<file path="config.mk">
export PLATFORM = sky130hd
export DESIGN_NAME = fibonacci_mod_matrix_power
export DESIGN_NICKNAME = d
export VERILOG_FILES = /design/src/rtl/fmp_pkg.sv /design/src/rtl/fibonacci_mod_matrix_power.sv /design/src/rtl/fmp_mulmod.sv /design/src/rtl/fmp_recip.sv /design/src/rtl/fmp_datapath.sv /design/src/rtl/fmp_ctrl.sv
export VERILOG_INCLUDE_DIRS = /design/src /design/src/rtl
export SDC_FILE = /design/constraint.sdc
export NUM_CORES = 2
export LEC_CHECK = 0
export CAP_MARGIN = 20
export CORE_UTILIZATION = 30
export CTS_CLUSTER_DIAMETER = 60
export DETAILED_ROUTE_END_ITERATION = 10
export DONT_BUFFER_PORTS = 1
export GPL_ROUTABILITY_DRIVEN = 1
export GPL_TIMING_DRIVEN = 0
export PLACE_DENSITY_LB_ADDON = 0.05
export SETUP_SLACK_MARGIN = 0.5
export SLEW_MARGIN = 20
export SYNTH_ARGS = -nofsm -noshare
export SYNTH_HDL_FRONTEND = slang
export SYNTH_HIERARCHICAL = 1
export SYNTH_SLANG_ARGS = --single-unit
</file>
<file path="constraint.sdc">
create_clock -name aclk -period 8.25 [get_ports aclk]
set_input_delay 0 -clock aclk [delete_from_list [all_inputs] [get_ports aclk]]
set_output_delay 0 -clock aclk [all_outputs]
set_load 0.05 [all_outputs]
</file>
<file path="src/rtl/assert_macros.svh">
// Assertion macros for the top-level RTL file, the only one that carries checks.
// Included by bare file name; no other dependencies.
`ifndef ASSERT_MACROS_SVH
`define ASSERT_MACROS_SVH
`ifndef SYNTH
// Clocked check that is switched off while reset is held.
`define FMP_ASSERT(lbl, clk, rstn, prop, msg) \
    lbl: assert property (@(posedge clk) disable iff (!rstn) prop) else $error(msg);
// Clocked check that also holds during reset.
`define FMP_ASSERT_ALWAYS(lbl, clk, prop, msg) \
    lbl: assert property (@(posedge clk) prop) else $error(msg);
`else
`define FMP_ASSERT(lbl, clk, rstn, prop, msg)
`define FMP_ASSERT_ALWAYS(lbl, clk, prop, msg)
`endif
`endif

</file>
<file path="src/rtl/fmp_pkg.sv">
// Shared types and constants for the Fibonacci residue block.
// No dependencies; used by every module of the block.
package fmp_pkg;

    localparam int INDEX_W        = 40;
    localparam int RESIDUE_W      = 16;
    localparam int MOD_W          = 16;
    localparam int MU_W           = 32;
    localparam int INDEX_BITS_DEF = 40;
    localparam int RECIP_STEPS    = 33;
    localparam logic [MOD_W-1:0] MOD_RESET = 16'd10000;
    localparam logic [MOD_W-1:0] MOD_MIN   = 16'd2;

    // Products of one exponent bit, in issue order. The first four update the
    // accumulator, the last four square the base. Odd codes close a sum pair.
    typedef enum logic [2:0] {
        PROD_AA    = 3'd0,
        PROD_BB    = 3'd1,
        PROD_AB    = 3'd2,
        PROD_BC    = 3'd3,
        PROD_SQ_AA = 3'd4,
        PROD_SQ_BB = 3'd5,
        PROD_SQ_AB = 3'd6,
        PROD_SQ_BC = 3'd7
    } fmp_prod_t;

    typedef enum logic [2:0] {
        ST_IDLE,
        ST_CHECK,
        ST_PREP,
        ST_ISSUE,
        ST_WAIT,
        ST_DONE
    } fmp_state_t;

    // Controller to datapath.
    typedef struct packed {
        logic      load;
        logic      prep;
        logic      issue;
        fmp_prod_t sel;
        logic      shift;
        logic      emit;
    } fmp_cmd_t;

    // Datapath to controller.
    typedef struct packed {
        logic finish;
        logic exp_lsb;
        logic pipe_busy;
        logic recip_busy;
    } fmp_stat_t;

endpackage

</file>
<file path="src/rtl/fibonacci_mod_matrix_power.sv">
// Top level of the Fibonacci residue block: F(n) mod a configured modulus.
// Depends on fmp_pkg, fmp_ctrl, fmp_datapath and assert_macros.svh.
//
//  channel  | dir | handshake          | word
//  ---------+-----+--------------------+---------------------------------
//  s_       | in  | s_tvalid/s_tready  | s_tdata[39:0]  index
//  m_       | out | m_tvalid/m_tready  | m_tdata[15:0]  residue
//  cfg_     | in  | cfg_we             | cfg_wdata[15:0] modulus
//
// Each exponent bit issues four or eight products into the single pipelined
// multiply-reduce unit, then waits for it to drain.
// After reset and after each modulus write, s_tready stays low while the
// Barrett reciprocal is formed. A finished word waits in the output
// register while the next index is accepted and worked on.
`include "assert_macros.svh"

module fibonacci_mod_matrix_power #(
    parameter int INDEX_BITS = fmp_pkg::INDEX_BITS_DEF
) (
    input  logic                          aclk,
    input  logic                          aresetn,
    input  logic                          cfg_we,
    input  logic [fmp_pkg::MOD_W-1:0]     cfg_wdata,
    input  logic                          s_tvalid,
    output logic                          s_tready,
    input  logic [fmp_pkg::INDEX_W-1:0]   s_tdata,   // [39:0] index
    output logic                          m_tvalid,
    input  logic                          m_tready,
    output logic [fmp_pkg::RESIDUE_W-1:0] m_tdata    // [15:0] residue
);

    fmp_pkg::fmp_cmd_t  cmd;
    fmp_pkg::fmp_stat_t stat;
    logic [fmp_pkg::MOD_W-1:0] modulus;

    fmp_ctrl u_ctrl (
        .aclk     (aclk),
        .aresetn  (aresetn),
        .s_tvalid (s_tvalid),
        .s_tready (s_tready),
        .m_tvalid (m_tvalid),
        .m_tready (m_tready),
        .stat     (stat),
        .cmd      (cmd)
    );

    fmp_datapath #(
        .INDEX_BITS (INDEX_BITS)
    ) u_datapath (
        .aclk      (aclk),
        .aresetn   (aresetn),
        .cfg_we    (cfg_we),
        .cfg_wdata (cfg_wdata),
        .index     (s_tdata),
        .cmd       (cmd),
        .stat      (stat),
        .residue   (m_tdata),
        .modulus   (modulus)
    );

    // No index is taken while the reciprocal is being formed.
    `FMP_ASSERT(a_no_accept_in_recip, aclk, aresetn, stat.recip_busy |-> !s_tready, "index accepted during reciprocal")
    // A modulus write always restarts the reciprocal.
    `FMP_ASSERT(a_cfg_starts_recip, aclk, aresetn, cfg_we |=> stat.recip_busy, "modulus write did not restart reciprocal")
    // One index at a time: after an accept the input side closes.
    `FMP_ASSERT(a_single_item, aclk, aresetn, (s_tvalid && s_tready) |=> !s_tready, "second index accepted while busy")
    // A residue is always reduced below a meaningful modulus.
    `FMP_ASSERT(a_residue_range, aclk, aresetn, (m_tvalid && (modulus >= fmp_pkg::MOD_MIN)) |-> (m_tdata < modulus), "residue not reduced")

endmodule

</file>
<file path="src/rtl/fmp_mulmod.sv">
// Pipelined modular multiplier using Barrett reduction with a precomputed
// reciprocal. Depends on fmp_pkg.
module fmp_mulmod (
    input  logic                          aclk,
    input  logic                          aresetn,
    input  logic                          in_valid,
    input  fmp_pkg::fmp_prod_t            in_tag,
    input  logic [fmp_pkg::MOD_W-1:0]     op_a,
    input  logic [fmp_pkg::MOD_W-1:0]     op_b,
    input  logic [fmp_pkg::MOD_W-1:0]     modulus,
    input  logic [fmp_pkg::MU_W-1:0]      mu,
    output logic                          out_valid,
    output fmp_pkg::fmp_prod_t            out_tag,
    output logic [fmp_pkg::MOD_W-1:0]     out_res,
    output logic                          busy
);

    localparam int PW = 2 * fmp_pkg::MOD_W;

    logic s1_valid_reg, s2_valid_reg, s3_valid_reg, s4_valid_reg;
    fmp_pkg::fmp_prod_t s1_tag_reg, s2_tag_reg, s3_tag_reg, s4_tag_reg;
    logic [PW-1:0] s1_prod_reg, s2_prod_reg, s3_prod_reg;
    logic [PW-1:0] s2_q_reg, s3_qm_reg;
    logic [fmp_pkg::MOD_W-1:0] s4_res_reg;

    logic [2*PW-1:0]                  qmu_full;
    logic [PW+fmp_pkg::MOD_W-1:0]     qm_full;
    logic [PW-1:0]                    diff;
    logic [fmp_pkg::MOD_W:0]          diff_lo;
    logic [fmp_pkg::MOD_W:0]          mod_ext;
    logic [fmp_pkg::MOD_W-1:0]        res_next;

    // Quotient estimate and final correction. The estimate is low by at most
    // one, so the remainder stays below twice the modulus.
    always_comb begin
        qmu_full = {{PW{1'b0}}, s1_prod_reg} * {{(2*PW-fmp_pkg::MU_W){1'b0}}, mu};
        qm_full  = {{fmp_pkg::MOD_W{1'b0}}, s2_q_reg} * {{PW{1'b0}}, modulus};
        diff     = s3_prod_reg - s3_qm_reg;
        diff_lo  = diff[fmp_pkg::MOD_W:0];
        mod_ext  = {1'b0, modulus};
        if (diff_lo >= mod_ext) begin
            res_next = fmp_pkg::MOD_W'(diff_lo - mod_ext);
        end else begin
            res_next = diff_lo[fmp_pkg::MOD_W-1:0];
        end
    end

    // Stage valid bits.
    always_ff @(posedge aclk) begin
        if (!aresetn) begin
            s1_valid_reg <= 1'b0;
            s2_valid_reg <= 1'b0;
            s3_valid_reg <= 1'b0;
            s4_valid_reg <= 1'b0;
        end else begin
            s1_valid_reg <= in_valid;
            s2_valid_reg <= s1_valid_reg;
            s3_valid_reg <= s2_valid_reg;
            s4_valid_reg <= s3_valid_reg;
        end
    end

    // Stage payload: product, quotient, quotient times modulus, remainder.
    always_ff @(posedge aclk) begin
        s1_tag_reg  <= in_tag;
        s1_prod_reg <= {{fmp_pkg::MOD_W{1'b0}}, op_a} * {{fmp_pkg::MOD_W{1'b0}}, op_b};
        s2_tag_reg  <= s1_tag_reg;
        s2_prod_reg <= s1_prod_reg;
        s2_q_reg    <= qmu_full[2*PW-1:PW];
        s3_tag_reg  <= s2_tag_reg;
        s3_prod_reg <= s2_prod_reg;
        s3_qm_reg   <= qm_full[PW-1:0];
        s4_tag_reg  <= s3_tag_reg;
        s4_res_reg  <= res_next;
    end

    assign out_valid = s4_valid_reg;
    assign out_tag   = s4_tag_reg;
    assign out_res   = s4_res_reg;
    assign busy      = s1_valid_reg | s2_valid_reg | s3_valid_reg | s4_valid_reg;

endmodule

</file>
<file path="src/rtl/fmp_recip.sv">
// Restoring divider that forms floor(2^32 / modulus) for Barrett reduction.
// Depends on fmp_pkg.
module fmp_recip (
    input  logic                      aclk,
    input  logic                      aresetn,
    input  logic                      start,
    input  logic [fmp_pkg::MOD_W-1:0] divisor,
    output logic [fmp_pkg::MU_W-1:0]  mu,
    output logic                      busy
);

    localparam int CNT_W = $clog2(fmp_pkg::RECIP_STEPS + 1);
    localparam logic [CNT_W-1:0] CNT_FULL = CNT_W'(fmp_pkg::RECIP_STEPS);

    logic [CNT_W-1:0]          cnt_reg;
    logic [fmp_pkg::MOD_W-1:0] rem_reg, rem_next;
    logic [fmp_pkg::MU_W-1:0]  quo_reg;
    logic [fmp_pkg::MOD_W:0]   trial;
    logic                      ge;

    // One quotient bit per cycle. The dividend is a single one followed by
    // zeros, so only the first step shifts in a one.
    always_comb begin
        trial = {rem_reg, (cnt_reg == CNT_FULL)};
        ge    = (trial >= {1'b0, divisor});
        if (ge) begin
            rem_next = fmp_pkg::MOD_W'(trial - {1'b0, divisor});
        end else begin
            rem_next = trial[fmp_pkg::MOD_W-1:0];
        end
    end

    // Step counter and remainder; a new modulus restarts the division.
    always_ff @(posedge aclk) begin
        if (!aresetn || start) begin
            cnt_reg <= CNT_FULL;
            rem_reg <= '0;
        end else if (cnt_reg != '0) begin
            cnt_reg <= cnt_reg - CNT_W'(1);
            rem_reg <= rem_next;
        end
    end

    // Quotient shift register.
    always_ff @(posedge aclk) begin
        if (cnt_reg != '0) begin
            quo_reg <= {quo_reg[fmp_pkg::MU_W-2:0], ge};
        end
    end

    assign mu   = quo_reg;
    assign busy = (cnt_reg != '0);

endmodule

</file>
<file path="src/rtl/fmp_datapath.sv">
// Datapath: modulus register, exponent, accumulator and base matrices, the
// shared multiply-reduce unit and the pair summer. Depends on fmp_pkg,
// fmp_mulmod and fmp_recip.
module fmp_datapath #(
    parameter int INDEX_BITS = fmp_pkg::INDEX_BITS_DEF
) (
    input  logic                          aclk,
    input  logic                          aresetn,
    input  logic                          cfg_we,
    input  logic [fmp_pkg::MOD_W-1:0]     cfg_wdata,
    input  logic [fmp_pkg::INDEX_W-1:0]   index,
    input  fmp_pkg::fmp_cmd_t             cmd,
    output fmp_pkg::fmp_stat_t            stat,
    output logic [fmp_pkg::RESIDUE_W-1:0] residue,
    output logic [fmp_pkg::MOD_W-1:0]     modulus
);

    localparam int USE_BITS = (INDEX_BITS < fmp_pkg::INDEX_W) ? INDEX_BITS
                                                               : fmp_pkg::INDEX_W;
    localparam int MW = fmp_pkg::MOD_W;

    logic [MW-1:0]       modulus_reg;
    logic [USE_BITS-1:0] exp_reg;
    logic                zero_reg;
    // Each matrix is a power of [[1,1],[1,0]], kept as its top row; the
    // bottom-right entry is the difference of the two.
    logic [MW-1:0] acc_a_reg, acc_b_reg, base_a_reg, base_b_reg, base_c_reg;
    logic [MW-1:0] hold_reg;
    logic [fmp_pkg::RESIDUE_W-1:0] residue_reg;

    logic [USE_BITS-1:0]       n_idx;
    logic [MW-1:0]             base_c_next;
    logic [MW-1:0]             op_a, op_b;
    logic [fmp_pkg::MU_W-1:0]  mu;
    logic                      recip_busy, mm_valid, mm_busy;
    fmp_pkg::fmp_prod_t        mm_tag;
    logic [MW-1:0]             mm_res;
    logic [MW:0]               pair_sum;
    logic [MW-1:0]             pair_mod;

    assign n_idx = index[USE_BITS-1:0];

    // Modulus register.
    always_ff @(posedge aclk) begin
        if (!aresetn) begin
            modulus_reg <= fmp_pkg::MOD_RESET;
        end else if (cfg_we) begin
            modulus_reg <= cfg_wdata;
        end
    end

    fmp_recip u_recip (
        .aclk    (aclk),
        .aresetn (aresetn),
        .start   (cfg_we),
        .divisor (modulus_reg),
        .mu      (mu),
        .busy    (recip_busy)
    );

    // Bottom-right entry of the base: (a - b) mod m.
    always_comb begin
        base_c_next = base_a_reg - base_b_reg;
        if (base_a_reg < base_b_reg) begin
            base_c_next = base_c_next + modulus_reg;
        end
    end

    // Operand selection for the product being issued.
    always_comb begin
        unique case (cmd.sel)
            fmp_pkg::PROD_AA:    begin op_a = acc_a_reg;  op_b = base_a_reg; end
            fmp_pkg::PROD_BB:    begin op_a = acc_b_reg;  op_b = base_b_reg; end
            fmp_pkg::PROD_AB:    begin op_a = acc_a_reg;  op_b = base_b_reg; end
            fmp_pkg::PROD_BC:    begin op_a = acc_b_reg;  op_b = base_c_reg; end
            fmp_pkg::PROD_SQ_AA: begin op_a = base_a_reg; op_b = base_a_reg; end
            fmp_pkg::PROD_SQ_BB: begin op_a = base_b_reg; op_b = base_b_reg; end
            fmp_pkg::PROD_SQ_AB: begin op_a = base_a_reg; op_b = base_b_reg; end
            fmp_pkg::PROD_SQ_BC: begin op_a = base_b_reg; op_b = base_c_reg; end
            default:             begin op_a = '0;         op_b = '0;         end
        endcase
    end

    fmp_mulmod u_mulmod (
        .aclk      (aclk),
        .aresetn   (aresetn),
        .in_valid  (cmd.issue),
        .in_tag    (cmd.sel),
        .op_a      (op_a),
        .op_b      (op_b),
        .modulus   (modulus_reg),
        .mu        (mu),
        .out_valid (mm_valid),
        .out_tag   (mm_tag),
        .out_res   (mm_res),
        .busy      (mm_busy)
    );

    // Modular sum of a held product and the one that closes its pair.
    always_comb begin
        pair_sum = {1'b0, hold_reg} + {1'b0, mm_res};
        if (pair_sum >= {1'b0, modulus_reg}) begin
            pair_mod = MW'(pair_sum - {1'b0, modulus_reg});
        end else begin
            pair_mod = pair_sum[MW-1:0];
        end
    end

    // Working registers. An entry is rewritten only after every product that
    // reads it has entered the multiplier.
    always_ff @(posedge aclk) begin
        if (cmd.load) begin
            exp_reg    <= n_idx - USE_BITS'(1);
            zero_reg   <= (n_idx == '0) || (modulus_reg < fmp_pkg::MOD_MIN);
            acc_a_reg  <= MW'(1);
            acc_b_reg  <= '0;
            base_a_reg <= MW'(1);
            base_b_reg <= MW'(1);
        end
        if (cmd.prep) begin
            base_c_reg <= base_c_next;
        end
        if (cmd.shift) begin
            exp_reg <= exp_reg >> 1;
        end
        if (mm_valid) begin
            case (mm_tag) inside
                fmp_pkg::PROD_AA, fmp_pkg::PROD_AB,
                fmp_pkg::PROD_SQ_AA, fmp_pkg::PROD_SQ_AB: hold_reg <= mm_res;
                fmp_pkg::PROD_BB:    acc_a_reg  <= pair_mod;
                fmp_pkg::PROD_BC:    acc_b_reg  <= pair_mod;
                fmp_pkg::PROD_SQ_BB: base_a_reg <= pair_mod;
                fmp_pkg::PROD_SQ_BC: base_b_reg <= pair_mod;
                default: ;
            endcase
        end
        if (cmd.emit) begin
            residue_reg <= zero_reg ? '0 : acc_a_reg;
        end
    end

    assign stat.finish     = zero_reg | (exp_reg == '0);
    assign stat.exp_lsb    = exp_reg[0];
    assign stat.pipe_busy  = mm_busy;
    assign stat.recip_busy = recip_busy;
    assign residue         = residue_reg;
    assign modulus         = modulus_reg;

endmodule

</file>
<file path="src/rtl/fmp_ctrl.sv">
// Controller: sequences load, per-bit product issue, drain and result
// handoff, and owns the stream handshakes. Depends on fmp_pkg.
module fmp_ctrl (
    input  logic               aclk,
    input  logic               aresetn,
    input  logic               s_tvalid,
    output logic               s_tready,
    output logic               m_tvalid,
    input  logic               m_tready,
    input  fmp_pkg::fmp_stat_t stat,
    output fmp_pkg::fmp_cmd_t  cmd
);

    fmp_pkg::fmp_state_t state_reg, state_next;
    fmp_pkg::fmp_prod_t  k_reg, k_next;
    logic                out_valid_reg, out_valid_next;

    // State, product counter and output valid.
    always_ff @(posedge aclk) begin
        if (!aresetn) begin
            state_reg     <= fmp_pkg::ST_IDLE;
            k_reg         <= fmp_pkg::PROD_AA;
            out_valid_reg <= 1'b0;
        end else begin
            state_reg     <= state_next;
            k_reg         <= k_next;
            out_valid_reg <= out_valid_next;
        end
    end

    // Next state and commands.
    always_comb begin
        state_next = state_reg;
        k_next     = k_reg;
        cmd        = '0;
        cmd.sel    = k_reg;
        s_tready   = 1'b0;
        unique case (state_reg)
            fmp_pkg::ST_IDLE: begin
                s_tready = !stat.recip_busy;
                if (s_tvalid && !stat.recip_busy) begin
                    cmd.load   = 1'b1;
                    state_next = fmp_pkg::ST_CHECK;
                end
            end
            fmp_pkg::ST_CHECK: begin
                state_next = stat.finish ? fmp_pkg::ST_DONE : fmp_pkg::ST_PREP;
            end
            fmp_pkg::ST_PREP: begin
                // Skip the accumulator products when the exponent bit is clear.
                cmd.prep   = 1'b1;
                k_next     = stat.exp_lsb ? fmp_pkg::PROD_AA : fmp_pkg::PROD_SQ_AA;
                state_next = fmp_pkg::ST_ISSUE;
            end
            fmp_pkg::ST_ISSUE: begin
                cmd.issue = 1'b1;
                if (k_reg == fmp_pkg::PROD_SQ_BC) begin
                    state_next = fmp_pkg::ST_WAIT;
                end else begin
                    k_next = fmp_pkg::fmp_prod_t'(k_reg + 3'd1);
                end
            end
            fmp_pkg::ST_WAIT: begin
                if (!stat.pipe_busy) begin
                    cmd.shift  = 1'b1;
                    state_next = fmp_pkg::ST_CHECK;
                end
            end
            fmp_pkg::ST_DONE: begin
                if (!out_valid_reg || m_tready) begin
                    cmd.emit   = 1'b1;
                    state_next = fmp_pkg::ST_IDLE;
                end
            end
            default: begin
                state_next = fmp_pkg::ST_IDLE;
            end
        endcase
    end

    // Result register valid: set on emit, cleared when the word is taken.
    assign out_valid_next = cmd.emit | (out_valid_reg & ~m_tready);
    assign m_tvalid       = out_valid_reg;

endmodule

</file>
==> key figures <==
Timing
  • Setup Skew: 0.0370 ns
  • Setup violations, final: 0
  • Highest clock rate: 0.130 GHz
  • Tmin final: 7.70 ns
  • Rel. slew slack: 20.6%
  • Period utilization: 93.3%
  • Final Max Slew Viols: 0
  • Fin. Hold Viols: 0
  • Worst hold slack: 0.0501 ns
  • Worst-margin pin slew: 1.16 ns
  • Setup repair after global routing missed its margin: true

Worst hold path
  • Hold Path Class: in2reg
  • Hold path depth: 5
  • Hold_sp: s_tdata[27]
  • WHS Endpoint: u_datapath/exp_reg[32]$_DFFE_PP_

Clocking
  • CTS max path bufs: 3
  • Clock Pin Slew Worst Setup and Hold Paths: 0.06 ns
  • H-tree depth: 2
  • Clock root cell: clkbuf_16
  • CTS tree: built
  • Clock sink count: 362
  • CTS buffer count: 57
  • Latest clock arrival within the worst-skew pair: 0.66 ns

Global route
  • GRT overflow: 0
  • First-pass GRT wire length: 333 mm
  • Antenna violations before repair: 47
  • Largest net degree at the start of global routing: 40
  • Vias in the first global route: 47000
  • GRT Total Usage: 23.3%

Die
  • Ports: 79
  • Row Count: 161
  • CORE AREA: 193000 sq um
  • Die area: 197000 sq um
  • Die width: 444 um
  • Initial Util: 30.3%
  • Die H: 444 um

Logic synthesis
  • Simple logic cell fraction of the synthesized area: 17.4%
  • Syn nets: 7942
  • Synth Register Bits: 362
  • Top_reg_cell synth: dfxtp_1
  • Post-synth top area share: 37.2%
  • Syn Std Cell Area: 58600 sq um
  • Asr flop ratio synth: 0%
  • Ys Warns: 6
  • Cell with the most instances after synthesis: inv_1
  • Synth area leaders: fa_1 37%, ha_1 9.6%, dfxtp_1 8.3%
  • Largest family of logic cells by synthesized area: adder cells
  • Syn Inst Count: 6341
  • EDFF count, synth: 120
  • Compound-Gate Fraction of Synth Area: 7.14%
  • Syn_area_per_cell: 9.24 sq um
  • Largest area contributor in the netlist: fa_1
  • Mux contribution to synthesized area: 0.914%
  • Sequential share of the synthesized area: 14.4%
  • Adder-Cell Fraction of Synth Area: 46.8%
  • Synth Area in XOR/XNOR: 3.52%
  • Netlist cell types: 102
  • Top cells by count, synth: 1224 x inv_1, 1088 x fa_1, 813 x nand2_1, 691 x and2_1, 452 x ha_1

Critical path
  • Worst r2r src: u_datapath/u_recip/mu[27]$_DFFE_PP_
  • Crit path max-delay family: adder cells
  • CP Cell Sequence: clkbuf_2 -> nand2_1 -> fa_1 -> inv_1 -> fa_1 -> fa_1 -> fa_1 -> fa_1 -> fa_1 -> fa_1 -> fa_1 -> ha_2 -> a21o_1 -> a21o_1 -> a21o_1 -> a21oi_1 -> o21a_1 -> o31ai_4 -> a221o_1 -> a21oi_2 -> xnor2_2
  • Reg-to-Reg End: u_datapath/u_mulmod/s2_q_reg[15]$_DFF_P_
  • CP bufs+invs: 2
  • CP endpoint kind: flop
  • Slowest stage delay, CP: 0.65 ns
  • CP Launch Type: flop
  • CP Class: reg2reg
  • Critical path peak fanout: 11
  • Crit path DAT: 8.25 ns
  • R2R Setup Slk: 0.55 ns
  • Reg2reg path depth: 21
  • Most frequent CP cell: fa_1
  • CP required: 8.81 ns
  • Max stage delay cell, worst path: edfxtp_1

Drt
  • Vias per Instance: 4.84
  • DRT Pass-1 Iters: 8
  • WL/cell: 24.8 um
  • DR DRC count: 0
  • Final ANT Viol Nets: 0
  • Via count: 44600
  • Routed wire length: 228 mm
  • DRT iter0 DRCs: 3348

Run status
  • Status: finished, final reports clean

Finish
  • Final core utilization: 35.0%
  • Layout area overhead: 15.5%
  • Share of cells above drive strength 1: 9.58%
  • Post-layout nets: 8230
  • Fill cells: 20100
  • Max reg flops: 40

Placed design
  • DP Wirelength: 183 mm
  • Final Wtd Congestion: 0.931
  • Port Buffers: 0

Run
  • Max Cap Violations: 0
worst reg2reg max path: cells and delay by family, from the launching register on:
| family | cells | cell delay, ns |
|---|---|---|
| DFF | 1 | 0.65 |
| AOI/OAI and AO/OA | 8 | 1.57 |
| buffers and inverters | 2 | 0.57 |
| xor gates and xnor gates | 1 | 0.14 |
| adders and majority gates | 9 | 4.53 |
| and+or+nand+nor | 1 | 0.15 |
worst max-delay path by stage:
stage	start	end	slack, ns	cells past startpoint
after floorplan	u_ctrl/k_reg[0]$_SDFFE_PN0P_	u_datapath/u_mulmod/s1_prod_reg[31]$_DFF_P_	0.96	31
after global placement	u_datapath/u_mulmod/s1_prod_reg[14]$_DFF_P_	u_datapath/u_mulmod/s2_q_reg[11]$_DFF_P_	-2.09	22
after detailed placement	u_datapath/u_mulmod/s1_prod_reg[16]$_DFF_P_	u_datapath/u_mulmod/s2_q_reg[14]$_DFF_P_	-1.36	24
after CTS	u_datapath/u_recip/mu[7]$_DFFE_PP_	u_datapath/u_mulmod/s2_q_reg[11]$_DFF_P_	0.48	24
after global routing	u_datapath/u_recip/mu[6]$_DFFE_PP_	u_datapath/u_mulmod/s2_q_reg[14]$_DFF_P_	0.40	25
final	u_datapath/u_recip/mu[27]$_DFFE_PP_	u_datapath/u_mulmod/s2_q_reg[15]$_DFF_P_	0.55	21
cell families after synthesis:
group	count (synthesis)
simple gates	1996
fa+ha+maj	1540
buf+inv	1519
compound gates	638
flops	362
xor+xnor	235
mux	51
area by class of cell:
type	count	area, sq um	area share (%)
antenna	16	40.0	0.0591
sequential	362	8500	12.6
tap	2526	3160	4.67
clock inverter	37	414	0.612
buffer	293	2100	3.10
multi-input combinational	4460	45100	66.7
timing repair buffer	229	2120	3.13
clock buffer	71	1630	2.40
inverter	1226	4600	6.80
per-layer routing:
| layer | up-vias | wire length [um] | track usage, % |
|---|---|---|---|
| li1 | 20200 | - | - |
| met1 | 23100 | 113000 | 35.2 |
| met2 | 1110 | 98700 | 35.5 |
| met3 | 188 | 12100 | 2.98 |
| met4 | 2 | 4570 | 3.94 |
| met5 | - | 13 | 0 |
layout by cell type, fill, tap and decap left out, types with 64 or more instances in the layout:
cell and count:
inv_1 1220, dfxtp_1 219, buf_4 133, nand3b_1 64, o21ai_0 157, fa_1 1079, clkbuf_1 80, clkbuf_16 70
dlygate4sd3_1 104, xnor2_1 166, and2_1 685, clkbuf_2 67, xor2_1 66, nor2_1 126, nand2_1 802, ha_1 432
edfxtp_1 120, a21oi_1 129
stage by stage:
step / instance area, sq um / setup slack [ns] / setup TNS [ns] / cells
after global routing: 67700 / 0.401 / 0 / 9205
after CTS: 66800 / 0.476 / 0 / 9161
after global placement: 61800 / -2.09 / -40.29 / 8867
final: 67700 / 0.555 / 0 / 9220
after floorplan: 58600 / 0.956 / 0 / 6341
after detailed placement: 62000 / -1.36 / -26.74 / 8881
what timing repair did:
item	4_1_cts	5_1_grt
gates cloned	1	0
endpoints found under the hold margin	103	0
gates resized for setup	444	204
setup endpoints to repair	38	22
hold buffers	104	0
setup buffers	67	43
pin swaps	33	59
Power is left out: the tool's default activity adds up to more than one toggle a clock period on the data nets, which glitch-free logic cannot reach.
